[config.mk]
export PLATFORM = sky130hd
export DESIGN_NAME = dvru_alu
export DESIGN_NICKNAME = d
export VERILOG_FILES = /design/src/rtl/distance_vector_route_update_core_assert.svh /design/src/rtl/dvru_pkg.sv /design/src/rtl/dvru_alu.sv
export SDC_FILE = /design/constraint.sdc
export NUM_CORES = 1
export LEC_CHECK = 0
export BUFFER_PORTS_ARGS = -buffer_cell sky130_fd_sc_hd__buf_2
export CORE_AREA = 2 2 69 71
export DETAILED_ROUTE_END_ITERATION = 16
export DIE_AREA = 0 0 71 73
export PLACE_DENSITY = 0.82
export RECOVER_POWER = 25
export SLEW_MARGIN = 15
export SYNTH_ARGS = -nofsm -noshare
export SYNTH_HDL_FRONTEND = slang
export SYNTH_SLANG_ARGS = --single-unit
export TNS_END_PERCENT = 100
[constraint.sdc]
create_clock -name vclk -period 6.1
set_clock_uncertainty 0.15 [all_clocks]
set_input_delay 0.915 -clock vclk [all_inputs]
set_output_delay 0.915 -clock vclk [all_outputs]
set_load 0.01 [all_outputs]
[src/rtl/distance_vector_route_update_core_assert.svh]
// ----------------------------------------------------------------------------
// Assertion macros for the distance-vector route update core
// Concurrent property wrappers clocked on the core clock, held off in reset.
// ----------------------------------------------------------------------------
`ifndef DISTANCE_VECTOR_ROUTE_UPDATE_CORE_ASSERT_SVH
`define DISTANCE_VECTOR_ROUTE_UPDATE_CORE_ASSERT_SVH

// same-cycle implication
`define DVRU_ASSERT_IMP(lbl, clk, rstn, ante, cons, msg) \
    lbl: assert property (@(posedge clk) disable iff (!(rstn)) (ante) |-> (cons)) \
        else $error(msg);

// next-cycle implication
`define DVRU_ASSERT_NXT(lbl, clk, rstn, ante, cons, msg) \
    lbl: assert property (@(posedge clk) disable iff (!(rstn)) (ante) |=> (cons)) \
        else $error(msg);

`endif

[src/rtl/dvru_pkg.sv]
// ----------------------------------------------------------------------------
// dvru_pkg
// Shared types and constants of the distance-vector route update core.
// ----------------------------------------------------------------------------
`default_nettype none

package dvru_pkg;

    // defaults for top-level parameters
    localparam int NODE_COUNT_DEF = 65536;
    localparam int COST_BITS_DEF  = 24;

    // fixed field widths
    localparam int MODE_W     = 2;
    localparam int NODE_W     = 16;
    localparam int IN_COST_W  = 24;
    localparam int OUT_COST_W = 24;
    localparam int S_TDATA_W  = 56;
    localparam int M_TDATA_W  = 48;

    localparam logic [NODE_W-1:0] OWN_ID_RESET = 16'd1;

    typedef enum logic [MODE_W-1:0] {
        MODE_LINK   = 2'd0,
        MODE_ADVERT = 2'd1,
        MODE_SWEEP  = 2'd2,
        MODE_READ   = 2'd3
    } mode_t;

    // compare result of the shared cost unit
    typedef struct packed {
        logic gt;   // entry cost above saturated sum
        logic lt;   // entry cost below saturated sum
    } cmp_flags_t;

endpackage

`default_nettype wire

[src/rtl/dvru_alu.sv]
// ----------------------------------------------------------------------------
// dvru_alu
// Shared cost unit: saturating add of two costs and compare against an entry.
// ----------------------------------------------------------------------------
`default_nettype none

module dvru_alu #(
    parameter int COST_BITS = dvru_pkg::COST_BITS_DEF
) (
    input  wire logic [COST_BITS-1:0] base_cost,
    input  wire logic [COST_BITS-1:0] add_cost,
    input  wire logic [COST_BITS-1:0] entry_cost,
    output logic      [COST_BITS-1:0] sum_sat,
    output dvru_pkg::cmp_flags_t      flags
);

    import dvru_pkg::*;

    logic [COST_BITS:0] sum_raw;

    assign sum_raw  = {1'b0, base_cost} + {1'b0, add_cost};
    // clamp at all ones on carry out
    assign sum_sat  = sum_raw[COST_BITS] ? '1 : sum_raw[COST_BITS-1:0];
    assign flags.gt = (entry_cost > sum_sat);
    assign flags.lt = (entry_cost < sum_sat);

endmodule

`default_nettype wire
==> run summary <==
GP Congestion: 0.9667
Core Box Area: 4536 um^2
Library cells used by synthesis: 47
Critical path launch point type: input pin
WP data required: 5.03 ns
Global-route wire length before repair: 10440 um
CTS resizes: 0
Post-CTS Hold Fix Bufs: 0
Sequential share of the synthesized area: 0%
Setup TNS: 0 ns
Antenna Cells: 0
Sequential cells: 0
Vias in the first global route: 2439
Sw Pwr: 0.1949 mW
Final setup fails: 0
Worst slew margin: 57.11%
Number of instances in the placed design: 449
Worst path arrival time: 4.72 ns
Clock buf count: 0
Non-filler cells, final: 449
Pin count of the biggest net entering global routing: 26
Pre-CTS WS: 0.3303 ns
Crit. End Element: primary output
Dpl cell area: 2658 um^2
Post-route ant nets: 0
Worst Tran Pin Value: 0.6385 ns
Storage element area: 0 um^2
Total global-route track usage: 23.65%
Die Y: 73 um
CP max FO: 8
Vias per cell: 5.804
Io pins: 98
Buffers on Ports: 98
RSZ-0062 raised after global routing: no
DR vias: 2606
Power density cells: 130.7 nW/um^2
Post-DP HPWL: 5529 um
Final Max Tran Viols: 0
Top area cells in the synthesized netlist: ha_1 28%, a21oi_1 8.4%, o21a_1 6.6%
Outcome: completed
Syn_area_per_cell: 7.012 um^2
Nets: 518
Fillcell total: 442
Layout Area Growth over Synthesis: 23.79%
Design Area, Final: 2656 um^2
Yosys top cell area share: 27.99%
Period Utilization, post-route: 94.89%
Pleak: 1.363 nW
Clock period minus worst slack: 5.788 ns
Fin. Hold Viols: 0
Flop pwr share: 0%
Power share of the combinational group: 100.0%
FMAX: 0.1728 GHz
Ys Warns: 0
Routed wire length: 6372 um
Detailed router's first-iteration violation count: 151
Worst VDD drop: 0.06219 mV
Worst hold path type: input pin to primary output
Share of cells above drive strength 1: 26.58%
Clock power share: 0%
Pwr Total: 0.3473 mW
Synth Instances: 306
Post-CTS Setup Bufs: 0
Die area: 5183 um^2
Pint: 0.1525 mW
Drt pass-1 iters: 5
Net Count, Synth: 427
Initial antenna violation count: 0
GR Overflow Total: 0
Slack of the critical path: 0.3119 ns
Die X: 71 um
Row cnt: 25
Kind of critical path: input pin to primary output
MaxCap Viol Count: 0
Post-Syn Area: 2146 um^2
Routed length per instance: 14.19 um
Switch share: 56.10%
DRC viols: 0
Yosys top cell by area: ha_1
Initial cell density of the core: 47.31%
## cell families after synthesis
kind of cell / Yosys count / share of synthesized area [%]
simple gates: 105 / 24.08
mux: 2 / 0.9912
xor+xnor: 14 / 5.714
fa+ha+maj: 49 / 28.92
compound gates: 118 / 36.39
buf+inv: 18 / 3.906
## layout make-up
class              count  area, um^2  share of cell area (%)
inverters              8       30.03                   1.130
well taps             54       67.56                   2.544
repair buffers        99       496.7                   18.70
multi-input cells    288        2062                   77.63
## through the flow
step	hold slack, ns	utilization, %
3_5_place_dp	2.147	58.59
5_1_grt	2.165	58.57
4_1_cts	2.147	58.59
3_3_place_gp	2.134	58.59
6_report	2.150	58.57
2_1_floorplan	1.921	-
## critical path, stage by stage
cell       delay (ns)
buf_2            0.10
ha_1             0.23
fa_1             0.43
a21o_1           0.21
a311oi_2         0.32
o21a_1           0.21
o21ai_2          0.12
a31oi_4          0.27
o21a_1           0.18
ha_1             0.25
a21o_1           0.19
a21o_1           0.17
a21oi_1          0.12
o21ai_0          0.14
a2111oi_0        0.54
o2bb2ai_1        0.17
buf_2            0.14
## worst paths after layout
check / slack [ns] / startpoint / end / cells after the start
max: 0.31 / base_cost[0] / flags[0] / 17
min: 2.15 / add_cost[0] / sum_sat[0] / 4
## cells in the final DEF, fill, tap and decap left out, types with 2 or more instances in the layout
cell type,instances
nand3_1,8
inv_1,8
nand2b_1,15
o21ai_0,15
o21a_1,19
xor2_1,5
o21bai_1,3
a211o_1,2
nand2_1,16
nor3_1,8
xnor2_1,9
o21ai_1,8
a21oi_1,36
a21o_1,16
nor2b_1,4
and2_1,3
a31oi_1,2
ha_1,48
buf_2,97
nand4_1,14
nor2_1,33
o31ai_1,2
## cells in the mapped netlist, types with 2 or more instances
cell type / count
ha_1: 48
a21oi_1: 36
nor2_1: 33
o21a_1: 19
a21o_1: 16
nand2_1: 16
nand2b_1: 15
o21ai_0: 15
nand4_1: 14
xnor2_1: 9
inv_1: 8
nand3_1: 8
nor3_1: 8
o21ai_1: 8
clkbuf_1: 6
xor2_1: 5
nor2b_1: 4
and2_1: 3
o21bai_1: 3
a211o_1: 2
a31oi_1: 2
buf_4: 2
o31ai_1: 2
## power by group through the flow
stage | Clock, mW | Sequential [mW] | Combinational (mW)
after floorplan | 0 | 0 | 0.240
after global placement | 0 | 0 | 0.334
after detailed placement | 0 | 0 | 0.343
after CTS | 0 | 0 | 0.345
after global routing | 0 | 0 | 0.388
final | 0 | 0 | 0.347
## metal layers
layer / global-route usage [%] / vias up / wire (um)
met1: 32.65 / 1192 / 2987
met5: 0 / - / 0
met3: 0.5525 / 6 / 324
met4: 1.887 / 0 / 47
li1: - / 1331 / -
met2: 42.89 / 77 / 3013
(Power assumes the default switching activity.)
