**config.mk**
```make
export PLATFORM = sky130hd
export DESIGN_NAME = dvru_ram
export DESIGN_NICKNAME = d
export VERILOG_FILES = /design/src/rtl/distance_vector_route_update_core_assert.svh /design/src/rtl/dvru_ram.sv
export SDC_FILE = /design/constraint.sdc
export NUM_CORES = 1
export LEC_CHECK = 0
export ABC_AREA = 1
export ABC_CLOCK_PERIOD_IN_PS = 2100
export BUFFER_PORTS_ARGS = -buffer_cell sky130_fd_sc_hd__buf_2
export CORE_MARGIN = 4
export CORE_UTILIZATION = 50
export DETAILED_ROUTE_END_ITERATION = 10
export GPL_TIMING_DRIVEN = 0
export PLACE_DENSITY = 0.76
export SYNTH_ARGS = -nofsm -noshare
export SYNTH_HDL_FRONTEND = slang
export SYNTH_SLANG_ARGS = --single-unit
```
**constraint.sdc**
```tcl
create_clock -name clk -period 2.1 [get_ports clk]
set_input_delay 0.42 -clock clk [delete_from_list [all_inputs] [get_ports clk]]
set_output_delay 0.42 -clock clk [all_outputs]
set_load 0.03 [all_outputs]
```
**src/rtl/distance_vector_route_update_core_assert.svh**
```systemverilog
// ----------------------------------------------------------------------------
// Assertion macros for the distance-vector route update core
// Concurrent property wrappers clocked on the core clock, held off in reset.
// ----------------------------------------------------------------------------
`ifndef DISTANCE_VECTOR_ROUTE_UPDATE_CORE_ASSERT_SVH
`define DISTANCE_VECTOR_ROUTE_UPDATE_CORE_ASSERT_SVH

// same-cycle implication
`define DVRU_ASSERT_IMP(lbl, clk, rstn, ante, cons, msg) \
    lbl: assert property (@(posedge clk) disable iff (!(rstn)) (ante) |-> (cons)) \
        else $error(msg);

// next-cycle implication
`define DVRU_ASSERT_NXT(lbl, clk, rstn, ante, cons, msg) \
    lbl: assert property (@(posedge clk) disable iff (!(rstn)) (ante) |=> (cons)) \
        else $error(msg);

`endif

```
**src/rtl/dvru_ram.sv**
```systemverilog
// ----------------------------------------------------------------------------
// dvru_ram
// Simple dual-port RAM: one write port, one read port, registered read data.
// ----------------------------------------------------------------------------
`default_nettype none

module dvru_ram #(
    parameter int DEPTH = 2,
    parameter int WIDTH = 8,
    parameter int ADDR_W = (DEPTH > 1) ? $clog2(DEPTH) : 1
) (
    input  wire logic              clk,
    input  wire logic              we,
    input  wire logic [ADDR_W-1:0] waddr,
    input  wire logic [WIDTH-1:0]  wdata,
    input  wire logic [ADDR_W-1:0] raddr,
    output logic      [WIDTH-1:0]  rdata
);

    logic [WIDTH-1:0] mem [DEPTH];
    logic [WIDTH-1:0] rdata_reg;

    always_ff @(posedge clk) begin
        if (we) begin
            mem[waddr] <= wdata;
        end
    end

    always_ff @(posedge clk) begin
        rdata_reg <= mem[raddr];
    end

    assign rdata = rdata_reg;

endmodule

`default_nettype wire

```
==> results.toml, run 1 <==
[outcome]
status = "finished clean"

[global_routing]
grt_pass1_vias = 392
grt-ovfl-total = 0
track_usage_pct = 11.1
grt_max_degree = 15
grt_pass1_wl_um = 1520
antenna_found_initial = 0

[place]
dp_hpwl_um = 692
dp_cells = 87
routabilityCongestion = 0.668
portBuffers = 18
postPlaceCellArea_um2 = 870

[flow_run]
cap_violations = 0

[timing]
layout_min_cycle_time_ns = 1.23
finalCritPeriodShare_pct = 58.8
setup_viol = 0
tightest_slew_ns = 0.636
hold_violations = 0
timing.fmax_ghz = 0.810
rsz0062_at_grt = "false"
fin_tns_setup_ns = 0
worst_hold_slack_ns = 0.300
relSlewSlack_pct = 57.4
slew_viol_final = 0
fin_skew_ns = 0.00150

[clock_network]
cts.sink_count = 24
htreeDepth = 1
tritoncts = "done"
hold_buffers = 0
clk_path_buf_depth = 2
cts_setup_buffers = 0
root_buffer = "clkbuf_4"
cts-buffers-inserted = 3
path_clk_slew_ns = 0.12
ctsResizeCount = 0
insertion_delay_ns = 0.30

[detailed_routing]
drcViolationCount = 0
drt_first_pass_iters = 3
drt_wl_total_um = 957
wire_per_inst_um = 10.5
viasPerCell = 4.55
initialDrtViolationCount = 3
drtAntennaViolNets = 0
vias = 414

[worst_setup_path]
slowest_delay_ns = 0.33
path_max_fanout = 1
critPathRequiredTime_ns = 1.68
crit_chain = "buf_2"
critPathCaptureType = "output port"
slowest_stage = "dfxtp_1"
critical_path_class = "reg -> out"
path_delay_family = "flip-flops"
worstSetupStartpointType = "flip-flop"
cp_num_buf_inv = 1
crit_arrival_ns = 0.81

[synth]
synthDistinctLibCells = 7
synth_top_area_share_pct = 63.2
syn_nets = 66
synth_seq_cells = 24
synth_area_um2 = 761
synth_top_area_cell = "edfxtp_1"
netlist_top_cells_area = "edfxtp_1 (63%), dfxtp_1 (21%), nand2_1 (12%), buf_6 (1.5%), inv_1 (0.99%)"
synth_cells = 54
yosysWarnings = 0
ys_seq_area_share_pct = 84.2
avgSynthCellArea_um2 = 14.1

[cells_and_area]
fin_nets = 89
area_growth_pct = 21.2
drive_above_1_share_pct = 31.6
most-common-layout-cells = "nand2_1 (25), buf_2 (18), edfxtp_1 (16)"
n_antenna_cell = 0
layout_commonest_cell = "nand2_1"
stdcell_area_um2 = 922
largest_reg_flops = 16
instances_no_fill = 91

[floorplanning]
fp.dieW_um = 47.0
initial_core_util_pct = 55.7
dieArea_um2 = 2210
core_um2 = 1370
io_pins = 20
fp.dieH_um = 47.0
fp-row-count = 13

[pwr]
powerDensity_nw_per_um2 = 1020
p_leak_uw = 0.000416
total_power_uw = 941
peakVddDrop_v = 0.000665

[worst_hold_path]
hold_path.class = "in -> reg"
-- synth_stat cells --
cell / number
edfxtp_1: 16
dfxtp_1: 8
buf_6: 1
inv_2: 1
nand2_1: 25
nor2_1: 1
inv_1: 2
-- final timing paths --
path / cells after the start / endpoint / startpoint / slack (ns)
worst max-delay path: 1 / rdata[5] / rdata[5] / 0.87
worst min-delay path: 1 / mem[0][0] / wdata[0] / 0.30
worst max register to register: 2 / rdata[5] / mem[1][5] / 1.51
worst min register to register: 2 / rdata[5] / mem[0][5] / 0.45
-- final cells by class --
type	count	area (um^2)
Multi-Input combinational cell	26	97.6
Timing Repair Buffer	18	90.1
Fill cell	103	444
Buffer	1	11.3
Inverter	3	11.3
Clock buffer	3	22.5
Clock inverter	1	30.0
Tap cell	15	18.8
Sequential cell	24	641
-- stage by stage --
| stage | utilization (%) | setup WS (ns) |
|---|---|---|
| after floorplan | - | 0.920 |
| after global placement | 63.6 | 0.676 |
| after detailed placement | 63.6 | 0.683 |
| after CTS | 67.5 | 0.837 |
| after global routing | 67.5 | 0.798 |
| final | 67.5 | 0.866 |
-- cells by family (layout without fill, tap and decap cells) --
| family | Yosys count | count (layout) | synth area share [%] |
|---|---|---|---|
| AND/OR/NAND/NOR | 26 | 26 | 12.8 |
| flip-flops | 24 | 24 | 84.2 |
| buffers and inverters | 4 | 26 | 2.96 |
-- layer usage --
| layer | track usage [%] | part of all wire [%] | vias to the layer above |
|---|---|---|---|
| met2 | 19.0 | 56 | 11 |
| met4 | 11.6 | 1.6 | 0 |
| met5 | 0 | 0 | - |
| li1 | - | - | 220 |
| met3 | 3.45 | 6.7 | 2 |
| met1 | 9.75 | 36 | 181 |
-- where the power goes --
group          internal [uW]  switching (uW)
logic                   24.5            53.9
registers                540            7.29
clock network            193             122
total                    757             184
Power figures use the tool's default switching activity.
==> inputs of run 2 (changes only) <==
--- a/config.mk
+++ b/config.mk
@@ -5,14 +5,14 @@
 export SDC_FILE = /design/constraint.sdc
 export NUM_CORES = 1
 export LEC_CHECK = 0
-export ABC_AREA = 1
-export ABC_CLOCK_PERIOD_IN_PS = 2100
+export ABC_AREA = 0
+export ABC_CLOCK_PERIOD_IN_PS = 1000
 export BUFFER_PORTS_ARGS = -buffer_cell sky130_fd_sc_hd__buf_2
 export CORE_MARGIN = 4
-export CORE_UTILIZATION = 50
+export CORE_UTILIZATION = 44
 export DETAILED_ROUTE_END_ITERATION = 10
 export GPL_TIMING_DRIVEN = 0
-export PLACE_DENSITY = 0.76
+export PLACE_DENSITY = 0.71
 export SYNTH_ARGS = -nofsm -noshare
 export SYNTH_HDL_FRONTEND = slang
 export SYNTH_SLANG_ARGS = --single-unit
==> constraint.sdc (replaced) <==
create_clock -name clk -period 1 [get_ports clk]
set_input_delay 0.2 -clock clk [delete_from_list [all_inputs] [get_ports clk]]
set_output_delay 0.2 -clock clk [all_outputs]
set_load 0.03 [all_outputs]
==> results.toml, run 2 <==
[worst_setup_path]
path_max_fanout = 1
critical_path_class = "reg -> out"
crit_chain = "buf_6"
critPathCaptureType = "output port"
regToRegSetupSlack_ns = 0.25
cp_num_buf_inv = 1
critPathRequiredTime_ns = 0.80
crit_arrival_ns = 0.76
worstSetupStartpointType = "flip-flop"
slowest_stage = "dfxtp_2"
path_delay_family = "flip-flops"
slowest_delay_ns = 0.34

[synth]
ys.flop_type = "edfxtp_1"
synth_enable_flop_cells = 16
synth_top_area_share_pct = 61.2
synth_top_family_by_area = "multiplexers"
synthDistinctLibCells = 6
synthSimpleGateAreaFrac_pct = 1.59
synth-compound-area-share_pct = 0
synthMuxAreaShare_pct = 15.3
yosysMostFrequentCell = "edfxtp_1"
synth_seq_cells = 24
synth_area_um2 = 785
netlist_top_cells_area = "edfxtp_1 (61%), dfxtp_1 (20%), mux2_4 (15%), buf_6 (1.4%), and2_1 (0.80%)"
syn_nets = 47
synth_cells = 35
avgSynthCellArea_um2 = 22.4
synthAdderAreaFrac_pct = 0
synth.top_cells.by_count = "edfxtp_1 (16), dfxtp_1 (8), mux2_4 (8)"
synth_xor_area_share_pct = 0
ys_seq_area_share_pct = 81.7
synthArstFlopShare_pct = 0
yosysWarnings = 0
synth_top_area_cell = "edfxtp_1"

[global_routing]
antenna_found_initial = 0
grt_max_degree = 14
grt-ovfl-total = 0
track_usage_pct = 8.50
grt_pass1_vias = 356
grt_pass1_wl_um = 1510

[clock_network]
path_clk_slew_ns = 0.11
clk_path_buf_depth = 2
cts_setup_buffers = 0
cts-buffers-inserted = 3
insertion_delay_ns = 0.30
htreeDepth = 1
root_buffer = "clkbuf_4"
cts.sink_count = 24
tritoncts = "done"

[floorplanning]
io_pins = 20
fp.dieH_um = 50.2
fp.dieW_um = 50.2
initial_core_util_pct = 49.2
fp-row-count = 14
core_um2 = 1590
dieArea_um2 = 2520

[cells_and_area]
n_antenna_cell = 0
fillers = 117
drive_above_1_share_pct = 66.7
largest_reg_flops = 16
fin_nets = 70
most-common-layout-cells = "edfxtp_1 (16), buf_2 (10), buf_6 (9)"
instances_no_fill = 81
layout_commonest_cell = "edfxtp_1"
area_growth_pct = 26.3

[pwr]
clock_power_share_pct = 22.2
total_power_uw = 1790
switching_share_pct = 20.8
p_leak_uw = 0.000397
power.internal_uw = 1410
peakVddDrop_v = 0.00130
p_seq_share_pct = 65.2
powerDensity_nw_per_um2 = 1800
switchingPower_uw = 371
power_frac_comb_pct = 12.5

[timing]
worst_hold_slack_ns = 0.0834
tightest_slew_ns = 0.722
hold_violations = 0
finalCritPeriodShare_pct = 96.0
fin_tns_setup_ns = 0
setup_slack_ns = 0.0400
slew_viol_final = 0
relSlewSlack_pct = 51.8
timing.fmax_ghz = 1.04
setup_viol = 0
layout_min_cycle_time_ns = 0.960
fin_skew_ns = 0.00486
rsz0062_at_grt = "true"

[detailed_routing]
drtAntennaViolNets = 0
viasPerCell = 4.36
wire_per_inst_um = 11.2
vias = 353
drt_wl_total_um = 910
initialDrtViolationCount = 7
drcViolationCount = 0
drt_first_pass_iters = 3

[place]
routabilityCongestion = 0.610
post-place-ws_ns = -0.281
dp_cells = 77
portBuffers = 18

[outcome]
status = "finished clean"

[flow_run]
cap_violations = 0

[worst_hold_path]
hold_path.class = "in -> reg"
run 2: worst paths after layout:
kind             start         to  depth (start not counted)
max           rdata[0]   rdata[0]                          1
min           wdata[5]  mem[0][5]                          1
max reg2reg  mem[0][5]   rdata[5]                          1
min reg2reg  mem[1][6]   rdata[6]                          1
run 2: metal layers:
metal  GRT usage, %  vias up  share of wire (%)
li1               -      171                  -
met1           7.81      166                 36
met2           15.4       14                 57
met3           2.37        2                6.5
met4           6.91        0               0.88
met5              0        -                  0
run 2: logic make-up after synthesis:
family | after synthesis
buffers and inverters | 1
DFF | 24
muxes | 8
and+or+nand+nor | 2
run 2: timing repair:
item,in CTS,in global routing
endpoints found under the setup margin,8,8
resized for setup,8,16
hold buffers,0,0
pin swaps,0,0
hold endpoints to repair,0,0
run 2: final cells by class:
type	instances	area (um^2)	share of cell area, %
Buffer	1	11.3	1.14
Timing Repair Buffer	18	140	14.1
Clock buffer	4	26.3	2.65
Sequential cell	24	651	65.7
Multi-Input combinational cell	10	133	13.4
Tap cell	24	30.0	3.03
run 2: power groups by stage:
stage                     clock (uW)  sequential, uW  combinational (uW)
after CTS                        418            1150                 207
after global placement             0            1170                 187
final                            397            1160                 223
after global routing             480            1170                 236
after floorplan                    0            1240                68.3
after detailed placement           0            1180                 191
run 2: stage by stage:
| step | cell area [um^2] | util (%) |
|---|---|---|
| floorplan | 785 | - |
| global placement | 905 | 56.8 |
| detailed placement | 905 | 56.8 |
| CTS | 951 | 59.7 |
| global route | 991 | 62.2 |
| finish | 991 | 62.2 |
